<file path="src/bgc_pkg.sv">
`default_nettype none
package bgc_pkg;

  localparam int unsigned TimeW  = 32;
  localparam int unsigned CfgW   = 16;
  localparam int unsigned CfgIdxW = 2;
  localparam int unsigned EvW    = 3;

  localparam logic [CfgIdxW-1:0] CfgDebounce  = 2'd0;
  localparam logic [CfgIdxW-1:0] CfgDoubleTap = 2'd1;
  localparam logic [CfgIdxW-1:0] CfgHold      = 2'd2;

  localparam logic [CfgW-1:0] DebounceRst  = 16'd50;
  localparam logic [CfgW-1:0] DoubleTapRst = 16'd300;
  localparam logic [CfgW-1:0] HoldRst      = 16'd301;

  localparam logic [EvW-1:0] EvNone   = 3'd0;
  localparam logic [EvW-1:0] EvTap    = 3'd1;
  localparam logic [EvW-1:0] EvDouble = 3'd2;
  localparam logic [EvW-1:0] EvHold   = 3'd3;
  localparam logic [EvW-1:0] EvLetGo  = 3'd4;

  typedef struct packed {
    logic             level;
    logic [TimeW-1:0] now_ms;
    logic             remote_on;
  } in_t;

  typedef struct packed {
    logic [EvW-1:0] event_res;
    logic           relay_on;
  } out_t;

endpackage
`default_nettype wire

</file>
<file path="src/button_gesture_classifier.sv">
// Button gesture classifier: takes one sample per request (active-low raw level, wrapping
// millisecond timestamp, remote-on) and returns one result per sample with an event code
// (none, tap, double tap, hold, let-go) and the relay drive. A new request is taken every
// clock cycle while the output is not stalled. Each result passes through the input
// register, then the result register; an output stall holds the sample in the input register.
// Gesture state is updated in the same cycle that the sample leaves the input register, so a
// sample always sees the state left by the one before it. The user must write the timing
// registers on the cfg port only while no request is in flight; the block itself does not
// enforce it. Indexes beyond hold_ms are ignored.
`default_nettype none
module button_gesture_classifier (
  input  wire logic                        clk,
  input  wire logic                        rst_n,
  input  wire logic                        in_valid,
  output logic                             in_stall,
  input  wire bgc_pkg::in_t                in_data,
  output logic                             out_valid,
  input  wire logic                        out_stall,
  output bgc_pkg::out_t                    out_data,
  input  wire logic                        cfg_we,
  input  wire logic [bgc_pkg::CfgIdxW-1:0] cfg_index,
  input  wire logic [bgc_pkg::CfgW-1:0]    cfg_wdata
);

  logic [bgc_pkg::CfgW-1:0] debounce_r, double_tap_r, hold_r;

  logic          s1_valid_r;
  bgc_pkg::in_t  s1_r;
  logic          out_valid_r;
  bgc_pkg::out_t out_r;

  logic                      last_level_r;
  logic [bgc_pkg::TimeW-1:0] edge_time_r, tap_start_r, press_time_r;
  logic                      pressed_r, double_armed_r, held_r;

  logic                      last_level_nxt;
  logic [bgc_pkg::TimeW-1:0] edge_time_nxt, tap_start_nxt, press_time_nxt;
  logic                      pressed_nxt, double_armed_nxt, held_nxt;
  bgc_pkg::out_t             out_nxt;

  logic                      out_ready, proc, s1_load;
  logic [bgc_pkg::TimeW-1:0] d_edge, d_tap, d_press;
  logic                      deb_ok, press_e, rel_e, hold_e;

  assign out_ready = !out_valid_r || !out_stall;
  assign proc      = s1_valid_r && out_ready;
  assign in_stall  = s1_valid_r && !out_ready;
  assign s1_load   = in_valid && !in_stall;

  assign out_valid = out_valid_r;
  assign out_data  = out_r;

  assign d_edge  = s1_r.now_ms - edge_time_r;
  assign d_tap   = s1_r.now_ms - tap_start_r;
  assign d_press = s1_r.now_ms - press_time_r;
  assign deb_ok  = d_edge > {{(bgc_pkg::TimeW-bgc_pkg::CfgW){1'b0}}, debounce_r};
  assign press_e = !s1_r.level && last_level_r && deb_ok;
  assign rel_e   = s1_r.level && !last_level_r && deb_ok;

  always_comb begin
    last_level_nxt   = s1_r.level;
    edge_time_nxt    = edge_time_r;
    tap_start_nxt    = tap_start_r;
    press_time_nxt   = press_time_r;
    pressed_nxt      = pressed_r;
    double_armed_nxt = double_armed_r;
    held_nxt         = held_r;
    out_nxt.event_res = bgc_pkg::EvNone;
    hold_e           = 1'b0;

    if (press_e) begin
      edge_time_nxt    = s1_r.now_ms;
      press_time_nxt   = s1_r.now_ms;
      tap_start_nxt    = s1_r.now_ms;
      pressed_nxt      = 1'b1;
      double_armed_nxt = d_tap < {{(bgc_pkg::TimeW-bgc_pkg::CfgW){1'b0}}, double_tap_r};
    end

    if (rel_e) begin
      edge_time_nxt = s1_r.now_ms;
      pressed_nxt   = 1'b0;
      if (double_armed_r) begin
        out_nxt.event_res = bgc_pkg::EvDouble;
        double_armed_nxt  = 1'b0;
        tap_start_nxt     = '0;
      end else if (d_press < {{(bgc_pkg::TimeW-bgc_pkg::CfgW){1'b0}}, hold_r}) begin
        out_nxt.event_res = bgc_pkg::EvTap;
      end else begin
        out_nxt.event_res = bgc_pkg::EvLetGo;
        held_nxt          = 1'b0;
      end
    end

    // a fresh press has zero elapsed time
    if (press_e) begin
      hold_e = hold_r == '0;
    end else begin
      hold_e = pressed_nxt &&
               (d_press >= {{(bgc_pkg::TimeW-bgc_pkg::CfgW){1'b0}}, hold_r});
    end

    if (hold_e) begin
      out_nxt.event_res = bgc_pkg::EvHold;
      pressed_nxt       = 1'b0;
      held_nxt          = 1'b1;
      tap_start_nxt     = '0;
      press_time_nxt    = '0;
    end

    out_nxt.relay_on = s1_r.remote_on || pressed_nxt || held_nxt;
  end

  always_ff @(posedge clk) begin
    if (!rst_n) begin
      debounce_r     <= bgc_pkg::DebounceRst;
      double_tap_r   <= bgc_pkg::DoubleTapRst;
      hold_r         <= bgc_pkg::HoldRst;
      s1_valid_r     <= 1'b0;
      out_valid_r    <= 1'b0;
      last_level_r   <= 1'b1;
      edge_time_r    <= '0;
      tap_start_r    <= '0;
      press_time_r   <= '0;
      pressed_r      <= 1'b0;
      double_armed_r <= 1'b0;
      held_r         <= 1'b0;
    end else begin
      if (cfg_we) begin
        case (cfg_index)
          bgc_pkg::CfgDebounce:  debounce_r   <= cfg_wdata;
          bgc_pkg::CfgDoubleTap: double_tap_r <= cfg_wdata;
          bgc_pkg::CfgHold:      hold_r       <= cfg_wdata;
          default: ;
        endcase
      end
      if (s1_load) begin
        s1_valid_r <= 1'b1;
      end else if (proc) begin
        s1_valid_r <= 1'b0;
      end
      if (out_ready) begin
        out_valid_r <= proc;
      end
      if (proc) begin
        last_level_r   <= last_level_nxt;
        edge_time_r    <= edge_time_nxt;
        tap_start_r    <= tap_start_nxt;
        press_time_r   <= press_time_nxt;
        pressed_r      <= pressed_nxt;
        double_armed_r <= double_armed_nxt;
        held_r         <= held_nxt;
      end
    end
  end

  always_ff @(posedge clk) begin
    if (s1_load) begin
      s1_r <= in_data;
    end
    if (proc) begin
      out_r <= out_nxt;
    end
  end

  a_stall_needs_item: assert property (@(posedge clk) disable iff (!rst_n)
    in_stall |-> s1_valid_r)
    else $error("input stalled with empty input register");

  a_state_idle: assert property (@(posedge clk) disable iff (!rst_n)
    !proc |=> $stable(pressed_r) && $stable(held_r) && $stable(edge_time_r))
    else $error("gesture state changed without a request");

  a_level_tracks: assert property (@(posedge clk) disable iff (!rst_n)
    proc |=> last_level_r == $past(s1_r.level))
    else $error("last level did not follow processed sample");

  a_hold_drives: assert property (@(posedge clk) disable iff (!rst_n)
    out_valid_r && out_r.event_res == bgc_pkg::EvHold |-> out_r.relay_on)
    else $error("hold event without relay drive");

  a_event_range: assert property (@(posedge clk) disable iff (!rst_n)
    out_valid_r |-> out_r.event_res <= bgc_pkg::EvLetGo)
    else $error("event code out of range");

endmodule
`default_nettype wire

</file>
<file path="config.mk">
export PLATFORM = sky130hd
export DESIGN_NAME = button_gesture_classifier
export DESIGN_NICKNAME = d
export VERILOG_FILES = /design/src/bgc_pkg.sv /design/src/button_gesture_classifier.sv
export SDC_FILE = /design/constraint.sdc
export NUM_CORES = 1
export LEC_CHECK = 0
export ABC_AREA = 1
export BUFFER_PORTS_ARGS = -buffer_cell sky130_fd_sc_hd__buf_2
export CORE_ASPECT_RATIO = 0.9
export CORE_MARGIN = 5
export CORE_UTILIZATION = 52
export CTS_CLUSTER_DIAMETER = 60
export DETAILED_ROUTE_END_ITERATION = 7
export PLACE_DENSITY = 0.69
export SETUP_SLACK_MARGIN = 0.1
export SYNTH_ARGS = -nofsm -noshare
export SYNTH_HDL_FRONTEND = slang
export SYNTH_SLANG_ARGS = --single-unit
</file>
<file path="constraint.sdc">
create_clock -name clk -period 7.87 [get_ports clk]
set_clock_uncertainty 0.15 [all_clocks]
set_input_delay 1.1805 -clock clk [delete_from_list [all_inputs] [get_ports clk]]
set_output_delay 1.1805 -clock clk [all_outputs]
set_load 0.01 [all_outputs]
</file>
==> out/results.ini <==
[cells_and_area]
syn2layout_area_growth_pct = 7.700
n_antenna_cell = 0
instances_no_fill = 3070
mostFrequentLayoutCells = nand2_1, inv_1, nor2_1
drive_gt1_frac = 0.05474
final_area_um2 = 17190
fillers = 3074
layout_commonest_cell = nand2_1
post-route-util = 0.5709
final_nets = 2854

[placed_design]
place.detailed.hpwl_um = 39290
gp_congestion = 0.9799
place_area_um2 = 16570
placedCellCount = 3038
io_buffer_count = 62

[grt]
grt_max_degree = 100
grt_pass1_vias = 15000
grt_usage = 0.2814
grt-ovfl-total = 0
grt_pass1_wl_um = 78230
antenna_found_initial = 0

[worst_setup_path]
crit_path_end = edge_time_r[0]$_SDFFE_PN0P_
worst_ep_required_time_ns = 8.10
r2r_cells = 28
crit_top_cell = nand3_1
worstSetupStartpointType = flip-flop
slowest_delay_ns = 0.64
slowest_stage = nand2_2
setup.worst_path.end_class = flip-flop
crit_start = s1_r[1]$_DFFE_PP_
r2r_start = s1_r[1]$_DFFE_PP_
critical_path_arrival_ns = 6.03
path_max_fanout = 39
r2r-end = edge_time_r[0]$_SDFFE_PN0P_
criticalPathCategory = reg2reg
reg2reg_setup_slack_ns = 2.07

[power_and_ir_drop]
irDropWorstVdd_mv = 0.1931
p_leak_nw = 8.749
power_density_nw_per_um2 = 181.6

[route]
routed_wl_um = 48990
first_iter_violations = 1232
dr.pass1.iters = 6
drt-wirelength-per-cell_um = 15.96
post_drt_via_cell_ratio = 5.340
drc = 0
vias = 16390
drtAntennaViolNets = 0

[sta]
setup_viol = 0
hold_violations = 0
max_freq_mhz = 172.5
fin_crit_ns = 5.796
drv_slew = 0
finalCritPeriodShare = 0.7365
rsz0062_at_grt = no
max_slew_margin = 0.3063
tightest_slew_ns = 1.039
timing.setup.tns_ns = 0

[floorplan]
chipHeight_um = 176.2
io_pins = 63
start_util = 0.5300
row_count = 60
die_area_um2 = 34290
core_area_um2 = 30100
die_w_um = 194.7

[clocking]
cts_sinks = 188
clock_latency_ns = 0.45
cts_root_buf = clkbuf_16
htreeDepth = 4
cts_resized = 0
cts_buffers = 17
cts_buffer_depth = 2
clk_transition_reported_paths_ns = 0.08
tritoncts = yes
postCtsSetupRepairBufs = 0
cts_hold_buffers = 0

[yosys]
ys.flop_type = dfxtp_1
syn_inst = 2627
ys_types = 44
syn-num-nets = 2827
syn_avg_cell_area_um2 = 6.074
yosysWarningCount = 0
ys_seq_area_frac = 0.2597
ys_ff_latch = 188
async_reset_ff_frac = 0
synth_edf_count = 38
syn_area_um2 = 15960

[run_status]
status = completed

[job]
cap_viol_max_count = 0

[worst_hold_path]
hold_class = reg2reg

==> area by class of cell <==
type	instances	area (µm²)	share of cell area
Multi-Input combinational cell	1912	9754	0.5676
Sequential cell	188	4144	0.2411
Inverter	452	1697	0.09873
Tap cell	403	504.2	0.02934
Timing Repair Buffer	83	470.5	0.02738
Clock buffer	17	425.4	0.02475
Clock inverter	15	190.2	0.01107
==> per-stage QoR <==
step	hold WS [ns]	worst slack (ns)	total power [mW]
final	0.3105	2.074	3.121
after global routing	0.3351	1.475	3.347
after CTS	0.3076	2.091	3.125
after detailed placement	0.2939	2.115	2.229
after global placement	0.2953	2.245	2.209
after floorplan	0.2782	4.145	1.929
==> report_power, final <==
part	leakage [nW]	switching (mW)	total [mW]	internal, mW
Clock	0.298	0.463	0.899	0.435
Sequential	1.60	0.0428	1.09	1.04
Combinational	6.85	0.743	1.13	0.391
Total	8.75	1.25	3.12	1.87
==> critical path, delay by kind of cell (launching register included) <==
| family | cells | cell delay, ns |
|---|---|---|
| and+or+nand+nor | 16 | 2.17 |
| AOI/OAI and AO/OA | 3 | 0.86 |
| xor gates and xnor gates | 1 | 0.11 |
| buffers and inverters | 5 | 1.04 |
| DFF | 1 | 0.43 |
| adders and majority gates | 3 | 0.91 |
==> flip-flops by register name, indices dropped and copies added (netlist names), 4 cells and up <==
name / cells
hold_r: 16
press_time_r: 32
double_tap_r: 16
debounce_r: 16
s1_r: 33
out_data: 4
edge_time_r: 32
tap_start_r: 32
==> Yosys cell counts (all sizes together), types with 3 or more instances <==
master | instances | area, µm²
nor2 | 292 | 1104
nand2 | 771 | 2927
o21ai | 161 | 817.0
edfxtp | 38 | 1141
fa | 3 | 60.06
nor4 | 6 | 37.54
clkbuf | 46 | 172.7
o211ai | 14 | 105.1
nand3b | 11 | 82.58
nand4 | 28 | 181.4
xnor2 | 5 | 43.79
buf | 29 | 198.9
o21a | 3 | 22.52
o21bai | 6 | 45.04
a21oi | 205 | 1026
nor3 | 19 | 95.09
inv | 450 | 1689
dfxtp | 150 | 3003
or2 | 3 | 18.77
nand3 | 189 | 950.9
xor2 | 45 | 394.1
ha | 140 | 1752
==> how the worst min path moves through the flow <==
| stage | startpoint | endpoint | slack, ns | cells after the start |
|---|---|---|---|---|
| floorplan | edge_time_r[0]$_SDFFE_PN0P_ | edge_time_r[0]$_SDFFE_PN0P_ | 0.28 | 2 |
| global placement | edge_time_r[20]$_SDFFE_PN0P_ | edge_time_r[20]$_SDFFE_PN0P_ | 0.30 | 2 |
| detailed placement | edge_time_r[0]$_SDFFE_PN0P_ | edge_time_r[0]$_SDFFE_PN0P_ | 0.29 | 2 |
| CTS | edge_time_r[0]$_SDFFE_PN0P_ | edge_time_r[0]$_SDFFE_PN0P_ | 0.31 | 2 |
| global route | edge_time_r[17]$_SDFFE_PN0P_ | edge_time_r[17]$_SDFFE_PN0P_ | 0.34 | 2 |
| finish | edge_time_r[0]$_SDFFE_PN0P_ | edge_time_r[0]$_SDFFE_PN0P_ | 0.31 | 2 |
==> cells by family (layout without fill, tap and decap cells) <==
family / after synthesis / in the layout / share of synthesized area
simple gates: 1322 / 1322 / 0.3394
fa+ha+maj: 143 / 143 / 0.1135
xor+xnor: 50 / 50 / 0.02744
buf+inv: 527 / 567 / 0.1296
compound gates: 397 / 397 / 0.1302
flops: 188 / 188 / 0.2597
==> layer usage <==
layer	GRT usage	wire length (µm)	vias to the layer above
li1	-	-	8393
met1	0.3917	22710	7413
met2	0.4485	21440	492
met3	0.03053	2741	95
met4	0.1142	2095	0
met5	0	0	-
No activity file was read; power rests on OpenSTA's default activity.
